<file path="src/rtl/core/rps_ram.sv">
// ----------------------------------------------------------------------------
// rps_ram
// generic single write, single read ram with registered read data
// ----------------------------------------------------------------------------
`default_nettype none

module rps_ram #(
	parameter int WIDTH = 8,
	parameter int DEPTH = 16
) (
	input  wire logic                     clk,
	input  wire logic                     wr_en,
	input  wire logic [$clog2(DEPTH)-1:0] wr_addr,
	input  wire logic [WIDTH-1:0]         wr_data,
	input  wire logic                     rd_en,
	input  wire logic [$clog2(DEPTH)-1:0] rd_addr,
	output      logic [WIDTH-1:0]         rd_data
);

	logic [WIDTH-1:0] mem_q [DEPTH];

	always_ff @(posedge clk) begin
		if (wr_en) begin
			mem_q[wr_addr] <= wr_data;
		end
		if (rd_en) begin
			rd_data <= mem_q[rd_addr];
		end
	end

endmodule

`default_nettype wire

</file>
<file path="config.mk">
export PLATFORM = sky130hd
export DESIGN_NAME = rps_ram
export DESIGN_NICKNAME = d
export VERILOG_FILES = /design/src/rtl/core/rps_ram.sv
export SDC_FILE = /design/constraint.sdc
export NUM_CORES = 1
export LEC_CHECK = 0
export ABC_AREA = 0
export ABC_CLOCK_PERIOD_IN_PS = 1700
export BUFFER_PORTS_ARGS = -buffer_cell sky130_fd_sc_hd__buf_4
export CAP_MARGIN = 10
export CORE_MARGIN = 2
export CORE_UTILIZATION = 54
export CTS_CLUSTER_DIAMETER = 50
export DETAILED_ROUTE_END_ITERATION = 8
export HOLD_SLACK_MARGIN = 0.15
export PLACE_DENSITY = 0.74
export RECOVER_POWER = 25
export REMOVE_ABC_BUFFERS = 1
export SETUP_SLACK_MARGIN = 0.2
export SLEW_MARGIN = 10
export SYNTH_ARGS = -nofsm -noshare
export SYNTH_HDL_FRONTEND = slang
export SYNTH_SLANG_ARGS = --single-unit
</file>
<file path="constraint.sdc">
create_clock -name clk -period 1.7 [get_ports clk]
set_input_delay 0.17 -clock clk [delete_from_list [all_inputs] [get_ports clk]]
set_output_delay 0.17 -clock clk [all_outputs]
set_load 0.02 [all_outputs]
</file>
==> flow_metrics.env <==
export IMPL_status="completed"
export IMPL_layout_min_cycle_time_ns=1.47
export IMPL_wl_per_cell_um=22.5
export IMPL_detailed_place_hpwl_mm=6.10
export IMPL_crit_path_max_fanout=1
export IMPL_power_frac_clock=0.471
export IMPL_layout_common_cells="edfxtp_1 (136), buf_4 (38), mux4_2 (19)"
export IMPL_endpoint_kind="flop"
export IMPL_routed_wl_mm=9.90
export IMPL_drc=0
export IMPL_postCtsSetupBuffers=0
export IMPL_syn_inst=229
export IMPL_final_common_cell="edfxtp_1"
export IMPL_clockRootBuffer="clkbuf_8"
export IMPL_grt_usage=0.210
export IMPL_fillCellCount=570
export IMPL_seqCellArea_sq_mm=0.00408
export IMPL_fin_crit_sh=0.865
export IMPL_antenna_found_initial=0
export IMPL_diodes=0
export IMPL_critPathRequiredTime_ns=1.96
export IMPL_clk_pin_slew_ns=0.06
export IMPL_htree_levels=4
export IMPL_route_vias_total=2566
export IMPL_p_seq_frac=0.477
export IMPL_core_sq_mm=0.00933
export IMPL_rsz0062_at_grt="yes"
export IMPL_finalHoldViolations=0
export IMPL_drive_above_1_share=0.316
export IMPL_grt_max_degree=17
export IMPL_power_mw=7.97
export IMPL_tritoncts="done"
export IMPL_p_sw_mw=1.61
export IMPL_power_density_mw_per_mm2=1240
export IMPL_cpPeakStageDelay_ns=0.51
export IMPL_switching_share=0.202
export IMPL_syn_avg_cell_area_sq_um=22.8
export IMPL_yosysTopAreaCell="edfxtp_1"
export IMPL_io_pins=27
export IMPL_first_global_vias=2576
export IMPL_insertion_delay_ns=0.52
export IMPL_initial_utilization=0.560
export IMPL_ys_seq_elements=136
export IMPL_worst_pin_slew_ns=0.666
export IMPL_synth_seq_area_share=0.781
export IMPL_dp_slack_ns=-0.0979
export IMPL_max_slew_margin=0.556
export IMPL_crit_type="flop to flop"
export IMPL_combPwrFrac=0.052
export IMPL_die_area_sq_mm=0.0105
export IMPL_finalSetupTns_ns=0
export IMPL_arrival_ns=1.73
export IMPL_hp_class="primary input to flop"
export IMPL_clock_fmax_ghz=0.680
export IMPL_ir_drop_mv=0.616
export IMPL_grt_first_pass_wirelength_mm=15.0
export IMPL_firstDrtPassIters=5
export IMPL_die_h_um=102
export IMPL_multi_input_area_sq_mm=0.00108
export IMPL_skew_ns=0.00798
export IMPL_slowest_stage="mux4_1"
export IMPL_clk_path_buf_depth=2
export IMPL_cp_start_kind="flop"
export IMPL_drt_iter0_markers=240
export IMPL_gp_congestion=0.808
export IMPL_timing_final_ws_setup_ns=0.230
export IMPL_port_buffers=26
export IMPL_numCtsBuffers=17
export IMPL_path_cells="mux4_1, a22oi_1, nand2_1"
export IMPL_overflow=0
export IMPL_die_w_um=102
export IMPL_yosysTopAreaCellShare=0.781
export IMPL_power_internal_mw=6.36
export IMPL_final_nets=316
export IMPL_ys_types=18
export IMPL_avgViaCountPerCell=5.85
export IMPL_yosys_warnings=0
export IMPL_synthToLayoutAreaGrowth_pct=22.9
export IMPL_rows=35
export IMPL_setup_viol=0
export IMPL_slew_violations=0
export IMPL_syn_area_sq_mm=0.00523
export IMPL_cap_violations=0
export IMPL_cts_sinks=136
export IMPL_p_leak_nw=2.18
export IMPL_antenna_left=0
export IMPL_synthTopCellsByArea="edfxtp_1 (78%), mux4_2 (7.8%), mux4_1 (7.0%)"
==> kinds of logic (layout without fill, tap and decap cells) <==
group / Yosys count / count (layout) / share of synthesized area
compound gates: 16 / 16 / 0.0230
flops: 136 / 136 / 0.781
mux: 32 / 32 / 0.148
simple gates: 35 / 35 / 0.0314
buf+inv: 10 / 91 / 0.0165
==> cell usage after synthesis <==
master	count
buf_4	1
nand2b_1	2
and2_1	1
nor3_1	4
nand3_1	1
edfxtp_1	136
and2b_1	1
nand3b_1	2
buf_2	3
nor2b_1	1
buf_6	3
a22oi_1	16
mux4_2	18
nor2_1	13
mux4_1	14
nand2_1	9
or3b_2	1
clkdlybuf4s25_2	3
==> final timing paths <==
path	from	end	slack [ns]	cells after the start
hold / removal	wr_addr[0]	mem_q[0][5]	0.18	3
hold reg to reg	mem_q[4][4]	rd_data[4]	0.75	3
setup reg to reg	mem_q[0][3]	rd_data[3]	0.23	3
setup / recovery	mem_q[0][3]	rd_data[3]	0.23	3
==> metrics by stage <==
step                       util  instances  cell area, sq um  hold slack, ns
after global placement    0.614        398              5730           0.474
after floorplan               -        219              5140           0.269
after global routing      0.689        439              6420           0.170
after detailed placement  0.614        398              5730           0.482
final                     0.689        439              6420           0.178
after CTS                 0.691        439              6440           0.160
==> per-layer routing <==
layer | part of all wire | global-route usage
met3 | 0.061 | 0.0568
met2 | 0.48 | 0.323
met4 | 0.013 | 0.0656
met1 | 0.45 | 0.300
met5 | 0 | 0
==> critical path: cells and delay by family (launching register included) <==
| kind | cells | cell delay (ns) |
|---|---|---|
| and+or+nand+nor | 1 | 0.07 |
| muxes | 1 | 0.51 |
| DFF | 1 | 0.38 |
| AOI/OAI and AO/OA | 1 | 0.24 |
==> sequential cells by signal (all words and copies together) (netlist names) <==
name / flops
rd_data: 8
mem_q: 128
==> power groups by stage <==
stage / logic, mW / clock network [mW] / registers (mW)
floorplan: 0.151 / 0 / 3.88
global placement: 0.390 / 0 / 3.87
detailed placement: 0.398 / 0 / 3.87
CTS: 0.421 / 3.80 / 3.80
global route: 0.449 / 3.94 / 3.81
finish: 0.415 / 3.75 / 3.80
==> repair_timing <==
item,CTS,global route
setup endpoints to repair,2,5
hold buffers,9,0
endpoints found under the hold margin,136,0
resized for setup,2,4
pin swaps,0,1
==> layout make-up <==
type / instances / share of cell area
Multi-Input combinational cell: 83 / 0.168
Tap cell: 129 / 0.0251
Clock buffer: 17 / 0.0645
Clock inverter: 15 / 0.0314
Sequential cell: 136 / 0.636
Timing Repair Buffer: 59 / 0.0756
Power figures use the tool's default switching activity.
