## src/rtl/core/rps_rem_unit.sv

```systemverilog
// ----------------------------------------------------------------------------
// rps_rem_unit
// iterative restoring remainder unit, one dividend bit per cycle
// ----------------------------------------------------------------------------
`default_nettype none

module rps_rem_unit #(
	parameter int DVD_W = 31,
	parameter int DVS_W = 11
) (
	input  wire logic             clk,
	input  wire logic             arst_n,
	input  wire logic             start,
	input  wire logic [DVD_W-1:0] dividend,
	input  wire logic [DVS_W-1:0] divisor,
	output      logic             done,
	output      logic [DVS_W-1:0] remainder
);

	localparam int CNT_W = $clog2(DVD_W + 1);

	logic             busy_q;
	logic             done_q;
	logic [CNT_W-1:0] cnt_q;
	logic [DVD_W-1:0] dvd_q;
	logic [DVS_W-1:0] dvs_q;
	logic [DVS_W-1:0] rem_q;
	logic [DVS_W:0]   shifted;
	logic [DVS_W:0]   diff;
	logic             fits;

	// shift in the next dividend bit and subtract when it fits
	assign shifted = {rem_q, dvd_q[DVD_W-1]};
	assign fits    = shifted >= {1'b0, dvs_q};
	assign diff    = shifted - {1'b0, dvs_q};

	always_ff @(posedge clk or negedge arst_n) begin
		if (!arst_n) begin
			busy_q <= 1'b0;
			done_q <= 1'b0;
			cnt_q  <= '0;
		end else begin
			done_q <= busy_q && (cnt_q == CNT_W'(1));
			if (start) begin
				busy_q <= 1'b1;
				cnt_q  <= CNT_W'(DVD_W);
			end else if (busy_q) begin
				cnt_q <= cnt_q - CNT_W'(1);
				if (cnt_q == CNT_W'(1)) begin
					busy_q <= 1'b0;
				end
			end
		end
	end

	always_ff @(posedge clk) begin
		if (start) begin
			dvd_q <= dividend;
			dvs_q <= divisor;
			rem_q <= '0;
		end else if (busy_q) begin
			dvd_q <= dvd_q << 1;
			rem_q <= fits ? diff[DVS_W-1:0] : shifted[DVS_W-1:0];
		end
	end

	assign done      = done_q;
	assign remainder = rem_q;

endmodule

`default_nettype wire

```

## config.mk

```make
export PLATFORM = sky130hd
export DESIGN_NAME = rps_rem_unit
export DESIGN_NICKNAME = d
export VERILOG_FILES = /design/src/rtl/core/rps_rem_unit.sv
export SDC_FILE = /design/constraint.sdc
export NUM_CORES = 1
export LEC_CHECK = 0
export ABC_AREA = 0
export BUFFER_PORTS_ARGS = -buffer_cell sky130_fd_sc_hd__buf_2
export CAP_MARGIN = 40
export CORE_ASPECT_RATIO = 1.5
export CORE_MARGIN = 2
export CORE_UTILIZATION = 40
export CTS_CLUSTER_SIZE = 14
export DETAILED_ROUTE_END_ITERATION = 6
export PLACE_DENSITY = 0.72
export SYNTH_ARGS = -nofsm -noshare
export SYNTH_HDL_FRONTEND = slang
export SYNTH_SLANG_ARGS = --single-unit
```

## constraint.sdc

```tcl
create_clock -name clk -period 6.05 [get_ports clk]
set_input_delay 1.21 -clock clk [delete_from_list [all_inputs] [get_ports clk]]
set_output_delay 1.21 -clock clk [all_outputs]
set_load 0.005 [all_outputs]
```

==> results.toml, run 1 <==
[grt]
grt_pass1_wl_um = 9915
grt_max_degree = 36
antenna_found_initial = 0
grt.total_usage_pct = 15.64
grt-ovfl-total = 0
grt_pass1_vias = 2166

[place]
dpl_worst_slack_ps = 3233
dp_hpwl_um = 4362
port_buffers = 56
gp_congestion = 0.8446

[logic_synthesis]
synthAdderAreaFrac_pct = 5.964
ys_ff_latch = 60
synth_cell_type_count = 56
synth_xor_xnor_area_share_pct = 2.002
ys.flop_type = "edfxtp_1"
seq_area_frac_synth_pct = 54.08
synth_common_cells = "edfxtp_1, mux2_2, inv_1, nand2_1"
muxShareOfSynthArea_pct = 12.38
synth_nets = 306
netlist_area_um2 = 3063
synth_cells = 247
synth_top_area_share_pct = 41.18
avgSynthCellArea_um2 = 12.40
yosys.area_share.simple_pct = 10.74
yosysTopAreaCell = "edfxtp_1"
ys.warnings.count = 0
post-synth-top-count-cell = "edfxtp_1"
ys_top_cells_by_area = "edfxtp_1, mux2_2, dfxtp_1"
synth_top_family_by_area = "multiplexers"
async_flop_share_pct = 11.67
synth_compound_area_share_pct = 11.03
synth-edff-count = 42

[power]
p_int_mw = 1.094
p_leak_nw = 1.618
p_comb_share_pct = 27.3
vdd_drop_max_mv = 0.1998
sw_frac_of_total_pct = 28.40
switchingPower_mw = 0.4339
p_clk_share_pct = 37.1
p_per_area_nw_per_um2 = 405.8
p_seq_share_pct = 35.6

[setup_path]
critPathMaxStageDelay_ps = 590
worstSetupPathType = "register to register"
path_cells = "inv_1 > ha_1 > fa_1 > nor2b_1 > o22a_1 > o2111a_2 > a211oi_2 > mux2_2 > a211oi_1"
required_ps = 6290
r2r_slack_ps = 3310
cp.arrival_ps = 2980
critical_path.max_fanout = 11
worst_path_max_delay_cell = "a211oi_2"
cp-end-kind = "register"
startpoint_type = "register"

[cts]
hold_buffers = 0
cts_buffer_depth = 2
post_cts_buffers = 0
cts_buffers = 9
cts_resized = 0
clkTransAtPathRegs_ps = 50
clock-sinks = 60
htreeDepth = 3
clockRootBuffer = "clkbuf_16"
insertion_delay_ps = 320
cts_tree = "built"

[timing]
tns_ps = 0
worstMarginPinSlew_ps = 818.0
finalHoldViolCount = 0
fin_crit_ps = 2739
skew_ps = 7.003
setup_ws_ps = 3311
fmax_mhz = 365.1
maxSlewViolCount = 0
relSlewSlack_pct = 45.46
period_share_pct = 45.28
setup_viol = 0
rsz0062_at_grt = "no"

[die]
die_w_um = 75.45
core_area_um2 = 7515
fp-row-count = 39
start_util_pct = 40.76
die-area_um2 = 8388
io_pins = 57
fp.dieH_um = 111.2

[drt]
drc = 0
wire_per_inst_um = 14.70
viasPerCell = 5.153
ant_nets = 0
drt-total-wl_um = 6056
first_pass_iters = 4
drt-initial-drc-count = 96
vias = 2123

[final_layout]
diodes = 0
drive_gt1_share_pct = 36.77
layout.nets = 364
fin_util_pct = 50.10
synthToLayoutAreaGrowth_pct = 22.92

[worst_hold_path]
hold_path.class = "register to register"

[run_status]
status = "completed"

[run]
max-cap-violations = 0
## cell usage in the layout, fill, tap and decap left out, types with 7 or more instances in the layout
cell	synthesis	final
buf_2	0	56
edfxtp_1	42	42
mux2_2	31	31
inv_1	19	19
nand2_1	15	15
nor2_1	13	13
ha_1	13	13
dfxtp_1	11	11
clkbuf_16	0	9
o21ai_0	7	7
a311oi_1	7	7
dfrtp_1	7	7
## kinds of logic after synthesis
logic type      count (synthesis)
flops                          60
buf+inv                        29
fa+ha+maj                      14
xor+xnor                        7
compound gates                 43
simple gates                   60
mux                            34
## worst max-delay path, delay by kind of cell (launching register included)
kind	cells	cell delay, ps
AO/OA/AOI/OAI	4	1310
AND/OR/NAND/NOR	1	80
flip-flops	1	360
adder cells (fa/ha/maj)	2	430
buffers and inverters	1	80
multiplexers	1	410
## stage by stage
step / cell area, um^2 / power [mW] / instances / hold slack [ps]
floorplan: 3063 / 0.8523 / 247 / 485.4
global placement: 3433 / 0.9509 / 396 / 505.1
detailed placement: 3433 / 0.9661 / 396 / 503.0
CTS: 3765 / 1.537 / 412 / 508.7
global route: 3765 / 1.608 / 412 / 553.5
finish: 3765 / 1.528 / 412 / 510.7
## registers in the layout (all words and copies together), names as in the netlist
name,count
busy_q,1
cnt_q,5
done,1
dvd_q,31
dvs_q,11
remainder,11
## layer usage
metal  vias to the layer above  track usage (%)  wire length, um
li1                       1031                -                -
met2                        64            24.93             3064
met3                        14            5.273              413
met5                         -                0                0
met1                      1014            18.31             2417
met4                         0            7.602              159
## final cells by class
type | instances | area [um^2]
fillers | 714 | 3750
flip-flops and latches | 60 | 1657
multi-input cells | 158 | 1290
repair buffers | 57 | 287.8
clock buffers | 10 | 229.0
well taps | 102 | 127.6
clock inverters | 6 | 102.6
inverters | 19 | 71.32
## final timing paths
kind                                                 from                        end  cells past startpoint
worst min-delay path            remainder[2]$_SDFFE_PP0P_  remainder[3]$_SDFFE_PP0P_                      2
max in group asynchronous                          arst_n       cnt_q[1]$_DFFE_PN0P_                      1
worst max register to register        dvd_q[30]$_DFFE_PP_  remainder[0]$_SDFFE_PP0P_                      9
worst max-delay path                  dvd_q[30]$_DFFE_PP_  remainder[0]$_SDFFE_PP0P_                      9
min in group asynchronous                          arst_n             done$_DFF_PN0_                      1
worst min register to register  remainder[2]$_SDFFE_PP0P_  remainder[3]$_SDFFE_PP0P_                      2
## power groups by stage
stage	registers [mW]	clock network, mW	logic [mW]
final	0.544	0.566	0.417
after global routing	0.553	0.591	0.464
after CTS	0.546	0.575	0.417
after detailed placement	0.553	0	0.413
after global placement	0.552	0	0.399
after floorplan	0.542	0	0.310
Note: power is estimated with default switching activity, not from simulation.
==> inputs of run 2 (changes only) <==
--- a/config.mk
+++ b/config.mk
@@ -5,7 +5,7 @@
 export SDC_FILE = /design/constraint.sdc
 export NUM_CORES = 1
 export LEC_CHECK = 0
-export ABC_AREA = 0
+export ABC_AREA = 1
 export BUFFER_PORTS_ARGS = -buffer_cell sky130_fd_sc_hd__buf_2
 export CAP_MARGIN = 40
 export CORE_ASPECT_RATIO = 1.5
@@ -13,7 +13,7 @@
 export CORE_UTILIZATION = 40
 export CTS_CLUSTER_SIZE = 14
 export DETAILED_ROUTE_END_ITERATION = 6
-export PLACE_DENSITY = 0.72
+export PLACE_DENSITY = 0.71
 export SYNTH_ARGS = -nofsm -noshare
 export SYNTH_HDL_FRONTEND = slang
 export SYNTH_SLANG_ARGS = --single-unit
==> constraint.sdc (replaced) <==
create_clock -name clk -period 2.7 [get_ports clk]
set_input_delay 0.54 -clock clk [delete_from_list [all_inputs] [get_ports clk]]
set_output_delay 0.54 -clock clk [all_outputs]
set_load 0.005 [all_outputs]
==> run 2 against run 1 <==
First-iteration DRC count is 53% higher. Core utilization is 0.85 points lower. Clock skew about the same. Critical path depth up 3. Final cell count increased by 37%. Worst setup slack worse by 2700 ps. Global-route usage increased by 1.5 points. Non-clock buffer count increased by 2. Critical endpoint unchanged.
==> results.toml, run 2 <==
[cts]
cts_buffer_depth = 2
post_cts_buffers = 0
clkTransAtPathRegs_ps = 50
cts_tree = "built"
cts_resized = 0
cts_buffers = 9
clock-sinks = 60
clockRootBuffer = "clkbuf_16"
hold_buffers = 0
htreeDepth = 3
insertion_delay_ps = 320

[final_layout]
layout_commonest_cell = "nand2_1"
diodes = 0
drive_gt1_share_pct = 23.48
mostFrequentLayoutCells = "nand2_1, buf_2, inv_1, edfxtp_1, nand3_1"
fin_util_pct = 49.25
largest_reg_flops = 31
layout.nets = 514
finalNonFillerCells = 565
regMostFlops = "dvd_q"
nFillCells = 788
synthToLayoutAreaGrowth_pct = 19.29

[setup_path]
cp-end-kind = "register"
required_ps = 2900
critPathMaxStageDelay_ps = 420
path_common_cell = "nand2_1"
worstSetupPathType = "register to register"
critical_path.max_fanout = 12
path_cells = "ha_1 > fa_1 > inv_2 > nand2_1 > nand2_1 > nand2_2 > nand2_1 > nand2_2 > nand3_4 > nand2_1 > nand3_1 > o21ai_1"
startpoint_type = "register"
cp.arrival_ps = 2330
worst_path_max_delay_cell = "fa_1"
critPathTopFamily = "simple AND/OR/NAND/NOR gates"
critPathBufInv = 1

[logic_synthesis]
synth_nets = 457
synth_cell_type_count = 31
avgSynthCellArea_um2 = 8.359
ys.warnings.count = 0
ys_ff_latch = 60
synth_common_cells = "nand2_1, inv_1, edfxtp_1, nand3_1, nand2_2"
netlist_area_um2 = 3327
ys_top_cells_by_area = "edfxtp_1, nand2_1, dfxtp_1"
synth_top_area_share_pct = 37.91
synth-edff-count = 42
seq_area_frac_synth_pct = 49.79
post-synth-top-count-cell = "nand2_1"
ys.flop_type = "edfxtp_1"
async_flop_share_pct = 11.67
synth_cells = 398
yosysTopAreaCell = "edfxtp_1"

[timing]
skew_ps = 6.943
tns_ps = 0
period_share_pct = 78.75
fmax_mhz = 470.3
relSlewSlack_pct = 45.79
worstMarginPinSlew_ps = 810.1
fin_crit_ps = 2126
maxSlewViolCount = 0
setup_viol = 0
rsz0062_at_grt = "no"
setup_ws_ps = 573.7
finalHoldViolCount = 0

[drt]
first_pass_iters = 4
drt-total-wl_um = 6928
vias = 2650
ant_nets = 0
drc = 0
wire_per_inst_um = 12.26
viasPerCell = 4.690
drt-initial-drc-count = 147

[grt]
grt_pass1_wl_um = 12050
antenna_found_initial = 0
grt-ovfl-total = 0
grt_pass1_vias = 2770
grt.total_usage_pct = 17.11
grt_max_degree = 42

[die]
fp.dieH_um = 115.7
core_area_um2 = 8058
die-area_um2 = 9078
die_w_um = 78.47
io_pins = 57
fp-row-count = 40
start_util_pct = 41.29

[power]
p_per_area_nw_per_um2 = 935.6
vdd_drop_max_mv = 0.4108
p_leak_nw = 2.038

[place]
gp_congestion = 0.9418
dp_hpwl_um = 5202
dp_cells = 549
port_buffers = 56
dpl_worst_slack_ps = 572.1

[worst_hold_path]
hold_path.class = "input port to asynchronous set/reset pin"

[run]
max-cap-violations = 0

[run_status]
status = "completed"
## run 2: changes by cell type after synthesis, moves of 5 or more
cell,before,now
nand2_1,15,156
inv_1,19,51
mux2_2,31,0
nand3_1,3,22
nand2_2,1,15
nand4_1,0,14
a311oi_1,7,0
inv_2,0,7
nand3_2,0,6
nand2b_1,5,0
o21ai_1,0,5
xnor2_1,5,0
## run 2: cells by family after synthesis
family | count (synthesis) | synth area share (%)
compound gates | 15 | 2.670
xor+xnor | 3 | 0.7899
fa+ha+maj | 14 | 5.491
simple gates | 233 | 31.67
buf+inv | 73 | 9.590
flops | 60 | 49.79
## run 2: per-layer routing
metal | up-vias | global-route usage, % | part of all wire, %
met5 | - | 0 | 0
met3 | 12 | 4.907 | 4.9
met2 | 59 | 30.98 | 53
met4 | 0 | 8.304 | 2.0
met1 | 1202 | 18.18 | 40
li1 | 1377 | - | -
## run 2: per-stage QoR
step	power [mW]	hold slack [ps]	area [um^2]
3_5_place_dp	2.583	387.1	3667
4_1_cts	3.747	32.71	3969
5_1_grt	3.977	47.59	3969
6_report	3.713	41.69	3969
3_3_place_gp	2.550	384.6	3667
2_1_floorplan	2.347	244.4	3327
## run 2: worst reg2reg max path: stages (launching register included)
cell	delay, ps
edfxtp_1	370
ha_1	210
fa_1	420
inv_2	90
nand2_1	50
nand2_1	90
nand2_2	60
nand2_1	70
nand2_2	180
nand3_4	230
nand2_1	80
nand3_1	80
o21ai_1	70
## run 2: area by class of cell
type / instances / area (um^2) / share of cell area, %
flip-flops and latches: 60 / 1657 / 41.74
multi-input cells: 265 / 1351 / 34.05
repair buffers: 59 / 302.8 / 7.629
clock buffers: 10 / 239.0 / 6.021
inverters: 60 / 225.2 / 5.675
well taps: 105 / 131.4 / 3.310
clock inverters: 6 / 62.56 / 1.576
## run 2: power by group
group	internal, mW	switching, mW
Combinational	0.527	0.823
Sequential	1.13	0.0955
Clock	0.736	0.403
Total	2.39	1.32
## run 2: worst paths after layout
| kind | from | end | slack (ps) | cells past startpoint |
|---|---|---|---|---|
| max reg2reg | dvs_q[0]$_DFFE_PP_ | remainder[0]$_SDFFE_PP0P_ | 570 | 12 |
| max | dvs_q[0]$_DFFE_PP_ | remainder[0]$_SDFFE_PP0P_ | 570 | 12 |
| max in group asynchronous | arst_n | cnt_q[4]$_DFFE_PN0P_ | 2490 | 1 |
| min | arst_n | cnt_q[3]$_DFFE_PN0P_ | 40 | 1 |
| min in group clk | divisor[1] | dvs_q[1]$_DFFE_PP_ | 390 | 1 |
| min reg2reg | remainder[10]$_SDFFE_PP0P_ | remainder[10]$_SDFFE_PP0P_ | 500 | 2 |
